## src/rtl/gms_pkg.sv

```systemverilog
// ----------------------------------------------------------------------------
// gms_pkg
// Shared types and codes for the gradient magnitude stencil.
// ----------------------------------------------------------------------------
package gms_pkg;

  localparam logic REQ_PIXEL = 1'b0;
  localparam logic REQ_FLUSH = 1'b1;

  localparam logic [1:0] CFG_MODE_3D      = 2'd0;
  localparam logic [1:0] CFG_FRAME_WIDTH  = 2'd1;
  localparam logic [1:0] CFG_FRAME_HEIGHT = 2'd2;

  localparam int CFG_DATA_BITS = 16;

  typedef struct packed {
    logic        req_type;
    logic [15:0] cur_sample;
    logic [15:0] prev_slice_sample;
    logic [15:0] next_slice_sample;
  } in_word_t;

  typedef struct packed {
    logic [16:0] magnitude;
    logic [9:0]  out_x;
    logic [15:0] out_y;
    logic        last_of_frame;
  } out_word_t;

  typedef struct packed {
    logic load;
    logic rd1;
    logic rd2;
    logic wr;
    logic sq;
    logic go;
    logic emit;
  } ctrl_cmd_t;

  typedef struct packed {
    logic no_work;
    logic has_res;
    logic root_done;
    logic out_free;
  } ctrl_stat_t;

endpackage

```

## src/rtl/gms_ctrl.sv

```systemverilog
// ----------------------------------------------------------------------------
// gms_ctrl
// Sequencer: read, update, square and root steps for one word at a time.
// ----------------------------------------------------------------------------
module gms_ctrl (
  input  logic                clk,
  input  logic                rst,
  input  logic                in_valid,
  output logic                in_ready,
  input  gms_pkg::ctrl_stat_t stat,
  output gms_pkg::ctrl_cmd_t  cmd
);
  import gms_pkg::*;

  typedef enum logic [2:0] {
    S_IDLE, S_RD1, S_RD2, S_WR, S_SQ, S_GO, S_ROOT, S_OUT
  } state_t;

  state_t state;

  assign in_ready = (state == S_IDLE);

  always_comb begin
    cmd      = '0;
    cmd.load = (state == S_IDLE) && in_valid;
    cmd.rd1  = (state == S_RD1);
    cmd.rd2  = (state == S_RD2);
    cmd.wr   = (state == S_WR);
    cmd.sq   = (state == S_SQ);
    cmd.go   = (state == S_GO);
    cmd.emit = (state == S_OUT) && stat.out_free;
  end

  always_ff @(posedge clk) begin
    if (rst) begin
      state <= S_IDLE;
    end else begin
      case (state)
        S_IDLE: if (in_valid && !stat.no_work) state <= S_RD1;
        S_RD1:  state <= S_RD2;
        S_RD2:  state <= S_WR;
        S_WR:   state <= stat.has_res ? S_SQ : S_IDLE;
        S_SQ:   state <= S_GO;
        S_GO:   state <= S_ROOT;
        S_ROOT: if (stat.root_done) state <= S_OUT;
        S_OUT:  if (stat.out_free) state <= S_IDLE;
        default: state <= S_IDLE;
      endcase
    end
  end

endmodule

```

## config.mk

```make
export PLATFORM = sky130hd
export DESIGN_NAME = gms_ctrl
export DESIGN_NICKNAME = d
export VERILOG_FILES = /design/src/rtl/gms_pkg.sv /design/src/rtl/gms_ctrl.sv
export SDC_FILE = /design/constraint.sdc
export NUM_CORES = 1
export LEC_CHECK = 0
export BUFFER_PORTS_ARGS = -buffer_cell sky130_fd_sc_hd__buf_2
export CAP_MARGIN = 20
export CORE_AREA = 2 2 39 41
export CTS_CLUSTER_DIAMETER = 200
export CTS_CLUSTER_SIZE = 24
export DETAILED_ROUTE_END_ITERATION = 10
export DIE_AREA = 0 0 41 43
export SYNTH_ARGS = -nofsm -noshare
export SYNTH_HDL_FRONTEND = slang
export SYNTH_SLANG_ARGS = --single-unit
```

## constraint.sdc

```tcl
create_clock -name clk -period 1.1 [get_ports clk]
set_clock_uncertainty 0.1 [all_clocks]
set_input_delay 0 -clock clk [delete_from_list [all_inputs] [get_ports clk]]
set_output_delay 0 -clock clk [all_outputs]
set_load 0.005 [all_outputs]
```

==> results of run 1 <==
==> synth_stat cells <==
cell type	count	area [um2]
buf_6	1	11.26
o32a_1	1	10.01
and3_1	1	6.260
and2_1	1	6.260
a211oi_1	1	7.510
nor2_1	4	15.01
a222oi_1	1	10.01
inv_1	2	7.510
nand2_2	1	6.260
nand3_1	1	5.000
inv_2	1	3.750
a21oi_1	1	5.000
dfxtp_1	3	60.06
nor2_2	1	6.260
nand2_1	1	3.750
o2bb2ai_1	1	8.760
buf_4	1	7.510
nand2b_1	1	6.260
nor3_1	5	25.02
==> metal layers <==
layer	vias to the layer above	wire length [um]	global-route usage, %
met4	0	0	4.000
met1	156	262	8.039
met5	-	0	0
met2	13	437	18.44
met3	0	61	6.283
li1	165	-	-
==> kinds of logic after synthesis <==
logic type / Yosys count / synth area share, %
flip-flops: 3 / 28.40
AND/OR/NAND/NOR: 16 / 37.87
AO/OA/AOI/OAI: 5 / 19.53
buffers and inverters: 5 / 14.20
==> area by class of cell <==
cell class | count | area share (%)
Timing Repair Buffer | 29 | 43.52
Multi-Input combinational cell | 21 | 30.81
Sequential cell | 3 | 13.94
Clock buffer | 4 | 5.134
Tap cell | 16 | 3.912
Inverter | 3 | 2.689
==> worst max-delay path, stage by stage (launching register included) <==
cell and delay (ns):
dfxtp_4 0.36, buf_6 0.12, inv_4 0.05, buf_6 0.10
and3_4 0.17, buf_6 0.08
==> layout by cell type, fill, tap and decap left out <==
master,netlist,layout
o32a_1,1,1
nor3_2,0,2
clkbuf_1,0,1
a222oi_1,1,1
and2_1,1,1
clkbuf_4,0,3
buf_6,1,8
nand2b_1,1,1
nand2_4,0,1
nor2_1,4,4
o2bb2ai_1,1,1
nand2_1,1,1
buf_4,1,7
and3_4,0,1
nor3_4,0,1
inv_1,2,2
inv_4,0,1
a211oi_1,1,1
nor3_1,5,2
dfxtp_4,0,3
buf_2,0,12
dlygate4sd3_1,0,2
nor2_4,0,1
nand3_1,1,1
a21oi_1,1,1
==> worst max-delay path by stage <==
stage,cells past startpoint,to,slack (ns)
after floorplan,5,state[2],-0.06
after global placement,3,state[2],-0.1
after detailed placement,3,state[2],-0.14
after CTS,4,state[2],-0.12
after global routing,5,cmd[4],-0.17
final,5,cmd[4],-0.12
==> power groups by stage <==
| stage | sequential [W] | combinational (W) | clock (W) |
|---|---|---|---|
| after floorplan | 0.000145 | 0.000156 | 0 |
| after global placement | 0.000159 | 0.000275 | 0 |
| after global routing | 0.000185 | 0.000417 | 0.000219 |
| after detailed placement | 0.000162 | 0.000280 | 0 |
| final | 0.000181 | 0.000383 | 0.000199 |
| after CTS | 0.000179 | 0.000362 | 0.000208 |
==> stage by stage <==
| stage | hold WS, ns | setup slack, ns | std cells | instance area [um2] | utilization, % |
|---|---|---|---|---|---|
| finish | 0.007059 | -0.1231 | 76 | 511.7 | 36.98 |
| global route | 0.01357 | -0.1706 | 76 | 511.7 | 36.98 |
| CTS | 0.004243 | -0.1248 | 76 | 491.7 | 35.53 |
| detailed placement | 0.1103 | -0.1426 | 68 | 365.4 | 26.40 |
| global placement | 0.1060 | -0.09876 | 68 | 365.4 | 26.40 |
| floorplan | -0.02780 | -0.05632 | 29 | 211.5 | - |
==> what timing repair did <==
action / CTS / global route
setup endpoints to repair: 11 / 10
pin swaps: 6 / 4
cloned: 0 / 0
gates resized for setup: 17 / 5
hold buffers: 2 / 0
buffers inserted: 2 / 0
hold endpoints to repair: 3 / 0
==> impl_results.md, run 1 <==
* CTS tree: built
* Final period utilization at 111.2%
* Port Buffers at 14
* Final WS setup at -0.1231 ns
* Critical path endpoint category: primary output
* Syn-to-layout area delta at 142.0%
* CP Data Arrival Time at approximately 1.1 ns
* Register area share after synthesis at approximately 28%
* Drt wl/cell at roughly 10 um
* Post-synthesis register bit count at 3
* Tmin final at 1.223 ns
* Leak Pwr at 0.2501 nW
* Reg2reg start: state[2]
* Vias at 334
* Filler cell count in the final layout at between 150 and 200
* Wire length of the first global-routing pass at 1159 um
* Initial antenna violation count at 0
* Initial Util at 15.28%
* CTS Root Buffer Type: clkbuf_4
* Post-layout power at around 0.00076 W
* Final net count at 68
* Hold Vio Cnt, Final at 0
* Part of the power in registers at roughly a quarter
* Setup CP Type: reg2out
* Setup-failing EPs final at 9
* Register bank with the most flops: state
* Relative slew slack at 81.22%
* Vias in the first global route at 314
* Synthesized area per cell at 7.291 um2
* Final wirelength at 761 um
* Switching pwr at 0.0002544 W
* R2r setup slk at -0.10 ns
* Synth warn at 0
* Max frequency at 817.6 MHz
* Hold depth at 3
* Worst-Margin Slew at 0.2817 ns
* Die area at around 0.0018 mm2
* Max FFs per register at 3
* Num rows at 14
* Total gr overflow at 0
* Clock Tree Buf Depth at 2
* Final GP Congestion at ~0.66
* Clk_lat worst skew at around 0.24 ns
* CTS sink cnt at 3
* Hpwl dp at approximately 570 um
* Power Internal at 0.0005095 W
* CTS clk-pin slew, worst paths at 0.04 ns
* Hold EP: state[0]
* Slew Viols, Final at 0
* Combinational power share at about half
* Final antenna diode count at 0
* Register Area at a little over 70 um2
* DIE HEIGHT at 43 um
* IO Pins at 15
* Hold Crit Start: stat[0]
* Outcome: complete, but fails checks
* Reg-to-Reg End: state[2]
* R2R depth at 4
* Fraction of layout instances using a drive strength above 1 at 66.67%
* Die X at 41 um
* Clock power share at 26.1%
* Initial DRC count at 2
* Core area at 0.001384 mm2
* Mapped Area at ~210 um2
* Startpoint Class: register
* H-tree levels at 1
* Largest net degree at the start of global routing at 7
* Worst EP required at 1.00 ns
* GRT Util Overall at roughly 10%
* CP startpoint: state[2]
* Max Fanout on Critical Path at 5
* Synthesized net count at 36
* Pre-antenna DRT Iters at 4
* Post-Syn Instances at 29
* # Max-Cap Violations at 0
* Area of the multi-input gates at 157.7 um2
* Max VDD drop at 0.0007084 V
* Avg Vias per Cell at 4.395
* Setup TNS Final at -0.8054 ns
* Number of CTS-inserted buffers at 3
* Synth cell types at 19
* Top Registers: state: 3 flops
* ANT nets after route at 0
* Sw Ratio at approximately a third
* RSZ-0062 raised after global routing: yes
* DRC violations left at 0
* Failing checks: setup timing
* Hold Path Class: in2reg
* P per Cell Area at 1493 mW/mm2
Note: power is estimated with default switching activity, not from simulation.
==> run 2: changes to the inputs <==
--- a/config.mk
+++ b/config.mk
@@ -10,2 +10,3 @@
 export CORE_AREA = 2 2 39 41
+export CTS_BUF_LIST = sky130_fd_sc_hd__clkbuf_2 sky130_fd_sc_hd__clkbuf_4 sky130_fd_sc_hd__clkbuf_8
 export CTS_CLUSTER_DIAMETER = 200
==> constraint.sdc (replaced) <==
create_clock -name clk -period 1.5 [get_ports clk]
set_clock_uncertainty 0.1 [all_clocks]
set_input_delay 0.225 -clock clk [delete_from_list [all_inputs] [get_ports clk]]
set_output_delay 0.225 -clock clk [all_outputs]
set_load 0.005 [all_outputs]
==> run 2 against run 1 <==
- the run now ends clean
- non-clock buffer count is 14 lower
- setup slack better by 0.23 ns
- routed wire length fell by 23%
- final area fell by 36%
- sequential power down 25%
- die area did not move
==> impl_results.md, run 2 (synthesized netlist as in run 1, its figures left out) <==
* Max VDD drop at 0.0002587 V
* CP cell instances: nor3_2, and2_1, buf_2
* Worst path slowest cell: dfxtp_2
* Commonest cells after routing, fill and taps aside: buf_2 (14), nor3_1 (4), nor2_1 (4), clkbuf_4 (4), dfxtp_2 (3)
* Final antenna diode count at 0
* Pre-antenna DRT Iters at 4
* Wire length of the first global-routing pass at 910 um
* Non-filler cells, final at slightly above 60
* CTS Root Buffer Type: clkbuf_4
* Max Fanout on Critical Path at 8
* Final period utilization at slightly above 90%
* Final wirelength at ~600 um
* Relative slew slack at 80.48%
* RSZ-0062 raised after global routing: no
* Tmin final at about 1.4 ns
* Total gr overflow at 0
* Startpoint Class: register
* Drt wl/cell at about 9.4 um
* Leak Pwr at 0.1607 nW
* Reg-to-Reg End: state[2]
* DRC violations left at 0
* Outcome: finished clean
* ANT nets after route at 0
* IO Pins at 15
* Final GP Congestion at 0.6371
* DP Cell Count at 57
* Slew Viols, Final at 0
* CTS clk-pin slew, worst paths at around 0.040 ns
* CTS tree: built
* H-tree levels at 1
* Filler cell count in the final layout at 162
* Hold EP: state[0]
* Setup TNS Final at 0 ns
* Initial antenna violation count at 0
* R2r setup slk at 0.23 ns
* Num rows at 14
* Clk_lat worst skew at 0.23 ns
* CTS sink cnt at 3
* Number of CTS-inserted buffers at 3
* Die area at 0.001763 mm2
* Initial DRC count at 3
* Hold Path Class: in2reg
* DIE HEIGHT at 43 um
* Core area at about 0.0014 mm2
* Syn-to-layout area delta at 55.62%
* Largest net degree at the start of global routing at 11
* Reg2reg start: state[1]
* # Max-Cap Violations at 0
* Top Registers: state: 3 flops
* Area of the multi-input gates at 126.4 um2
* Hpwl dp at approximately 470 um
* Hold Crit Start: rst
* Vias in the first global route at 242
* Register Area at 63.81 um2
* Final net count at 54
* Port Buffers at 14
* Critical path endpoint category: primary output
* Fraction of layout instances using a drive strength above 1 at 56.52%
* GRT Util Overall at 8.225%
* P per Cell Area at approximately 1300 mW/mm2
* Register bank with the most flops: state
* Leading cell type in the layout, fill and taps excluded: buf_2
* Avg Vias per Cell at 4.339
* Worst-Margin Slew at 0.2928 ns
* Die X at 41 um
* Setup-failing EPs final at 0
* R2R depth at 4
* Initial Util at 15.28%
* Slowest stage delay, CP at approximately 0.36 ns
* Hold Vio Cnt, Final at 0
* Vias at between 200 and 300
* Clock Tree Buf Depth at 2
* Setup CP Type: reg2out
* Max frequency at between 700 and 800 MHz
* CP Data Arrival Time at between 1 and 1.5 ns
* Max FFs per register at 3
* Hold depth at 2
* Worst EP required at 1.17 ns
## run 2: changes by cell type in the layout (fill, tap and decap cells not counted), moves of 2 or more
cell and change:
buf_6 -8, nor3_1 +2, dfxtp_4 -3, buf_2 +2, buf_4 -6, dlygate4sd3_1 -2, dfxtp_2 +3
## run 2: worst max-delay path by stage
stage                        start        to  slack, ns  cells past startpoint
after floorplan           state[2]    cmd[6]       0.28                      3
after global placement    state[1]  state[2]       0.18                      4
after detailed placement  state[1]  state[2]       0.12                      4
after CTS                 state[1]    cmd[6]       0.01                      3
after global routing      state[2]    cmd[6]       0.05                      3
final                     state[2]    cmd[6]       0.11                      3
## run 2: area by class of cell
class,instances,share of cell area (%)
Inverter,3,3.422
Clock buffer,4,9.125
Timing Repair Buffer,15,23.57
Tap cell,16,6.084
Multi-Input combinational cell,21,38.40
Sequential cell,3,19.39
## run 2: where the power goes
group / total, W / leakage (nW) / internal (W) / switching (W)
clock: 0.000163 / 0.0184 / 0.000118 / 0.0000449
sequential: 0.000135 / 0.0258 / 0.0000990 / 0.0000355
combinational: 0.000146 / 0.116 / 0.0000824 / 0.0000638
total: 0.000444 / 0.161 / 0.000299 / 0.000144
## run 2: layer usage
layer  share of wire [%]  GRT usage [%]  vias up
met5                   0              0        -
li1                    -              -      136
met2                  54          12.81       10
met3                  10          4.712        0
met1                  36          6.410      123
met4                   0          8.000        0
## run 2: worst max-delay path: cells and delay by family (launching register included)
family | cells | cell delay (ns)
buf+inv | 1 | 0.10
simple gates | 2 | 0.38
flops | 1 | 0.36
## run 2: what timing repair did
item	CTS	global route
endpoints found under the setup margin	1	7
pin swaps	0	1
hold endpoints to repair	0	0
gates resized for setup	1	3
hold buffers	0	0
setup buffers	0	1
## run 2: metrics by stage
step | worst slack [ns] | cell area, um2 | power, W | hold WS, ns | util [%]
floorplan | 0.2790 | 211.5 | 0.0002208 | 0.1972 | -
global placement | 0.1777 | 282.8 | 0.0002581 | 0.3240 | 20.43
detailed placement | 0.1232 | 282.8 | 0.0002613 | 0.3305 | 20.43
CTS | 0.009639 | 317.8 | 0.0004345 | 0.08088 | 22.97
global route | 0.04890 | 329.1 | 0.0004778 | 0.07425 | 23.78
finish | 0.1056 | 329.1 | 0.0004436 | 0.07809 | 23.78
==> run 3: changes to the inputs <==
clock period = 1.27 ns   (was 1.5 ns; I/O delays follow)
==> run 3 against run 2 <==
- the flow now finishes with violations (setup timing)
- non-clock buffer count up 6
- global-route usage up 0.70 points
- sequential power up 18%
- clock power up 16%
- die area unchanged
- final cell count up 9.7%
- sequential share of layout area down 2.9 points
- setup slack worse by 0.16 ns
- critical path depth up 1
- worst hold slack worse by 0.026 ns
- combinational power up 90%
- largest power group is now combinational cells
- routed wire length up 17%
==> impl_results.md, run 3 (synthesized netlist as in run 1, its figures left out) <==
* Max Used Layer: met4
* Tmin final at 1.325 ns
* Hold depth at 2
* Max Fanout on Critical Path at 5
* Design Area, Final at between 400 and 500 um2
* Vias in the first global route at between 200 and 300
* Slew Viols, Final at 0
* Outcome: complete, but fails checks
* Placed cell area at about 310 um2
* Worst EP required at 0.98 ns
* Max FFs per register at 3
* GRT Util Overall at 8.927%
* Relative slew slack at 81.84%
* Final WS setup at -0.05538 ns
* Total gr overflow at 0
* Final net count at 60
* Setup-failing EPs final at 6
* Num rows at 14
* Setup CP Type: reg2out
* Wire length of the first global-routing pass at 1007 um
* Clock Tree Buf Depth at 2
* Hold slack at ~0.052 ns
* R2R depth at 5
* DR WL met3 at 51 um
* Final GP Congestion at slightly below 0.8
* Hold Vio Cnt, Final at 0
* Final core occ at 30.11%
* Non-filler cells, final at 68
* Commonest cells after routing, fill and taps aside: buf_2 (14), buf_4 (5), clkbuf_4 (4)
* Hold Crit Start: rst
* H-tree levels at 1
* CTS tree: built
* Hold EP: state[0]
* Cts hold-fix bufs at 0
* Drt wl/cell at 10.03 um
* Largest net degree at the start of global routing at 8
* Max frequency at 754.5 MHz
* Worst-Margin Slew at 0.2724 ns
* DRC violations left at 0
* Clk_lat worst skew at ~0.23 ns
* Setup TNS Final at -0.2105 ns
* R2r setup slk at 0.03 ns
* Final period utilization at 104.4%
* ANT nets after route at 0
* Reg2reg start: state[2]
* Hold Path Class: in2reg
* Syn-to-layout area delta at 97.04%
* Avg Vias per Cell at about 4.2
* CP Data Arrival Time at 1.03 ns
* CTS clk-pin slew, worst paths at roughly 0.040 ns
* Critical path endpoint category: primary output
* Leading cell type in the layout, fill and taps excluded: buf_2
* Initial Util at 15.28%
* Final wirelength at 682 um
* Port Buffers at 14
* Initial antenna violation count at 0
* Fraction of layout instances using a drive strength above 1 at 71.15%
* P per Cell Area at 1500 mW/mm2
* Met1 wire length at 240 um
* # Max-Cap Violations at 0
* Top Registers: state: 3 flops
* Final antenna diode count at 0
* Number of CTS-inserted buffers at 3
* Die area at ~0.0018 mm2
* Die X at between 40 and 50 um
* CTS Root Buffer Type: clkbuf_4
* Leak Pwr at 0.1998 nW
* Failing checks: setup timing
* Vias at 286
* Register bank with the most flops: state
* Reg-to-Reg End: state[2]
* Hpwl dp at between 400 and 500 um
* DIE HEIGHT at between 40 and 50 um
* Initial DRC count at 8
* RSZ-0062 raised after global routing: yes
* Pre-antenna DRT Iters at 5
* IO Pins at 15
* CTS sink cnt at 3
* DP Cell Count at 61
* Core area at 0.001384 mm2
* Max VDD drop at 0.0004392 V
* Routed wl met2 at 384 um
* Startpoint Class: register
## run 3: cell count changes in the layout (fill, tap and decap cells not counted), moves of 2 or more
cell / delta
buf_4: +4
nor3_2: +2
nor3_1: -3
dfxtp_4: +2
buf_6: +2
dfxtp_2: -2
## run 3: how the worst max path moves through the flow
stage | cells after the start | from | endpoint
floorplan | 3 | state[2] | cmd[6]
global placement | 3 | state[1] | cmd[6]
detailed placement | 4 | state[1] | state[2]
CTS | 3 | state[0] | cmd[6]
global route | 4 | state[0] | cmd[3]
finish | 4 | state[0] | cmd[3]
## run 3: what timing repair did
| item | in CTS | in global routing |
|---|---|---|
| pin swaps | 4 | 2 |
| setup buffers | 1 | 2 |
| resized for setup | 11 | 3 |
| endpoints found under the setup margin | 8 | 9 |
## run 3: report_power, final
part | switching (W) | internal (W) | total, W
Combinational | 0.000113 | 0.000164 | 0.000277
Sequential | 0.0000393 | 0.000119 | 0.000159
Clock | 0.0000502 | 0.000139 | 0.000189
## run 3: cell type report
type                    count  area [um2]
clock buffers               4       30.03
repair buffers             21       130.1
well taps                  16       20.02
inverters                   3       11.26
fillers                   154       967.2
flip-flops and latches      3       68.82
multi-input cells          21       156.4
## run 3: per-layer routing
layer | GRT usage, % | up-vias
met3 | 3.141 | 2
li1 | - | 147
met4 | 8.000 | 0
met5 | 0 | -
met2 | 13.75 | 8
met1 | 8.654 | 129
## run 3: critical path, cell delays in order, from the launching register on
cell     delay [ns]
dfxtp_2        0.38
buf_4          0.13
nand2_2        0.07
nor2_2         0.10
buf_2          0.12
## run 3: through the flow
step / power, W / setup WS (ns)
floorplan: 0.0002608 / 0.08348
global placement: 0.0003367 / 0.04720
detailed placement: 0.0003369 / 0.03084
CTS: 0.0005835 / -0.05300
global route: 0.0006787 / -0.1267
finish: 0.0006249 / -0.05538
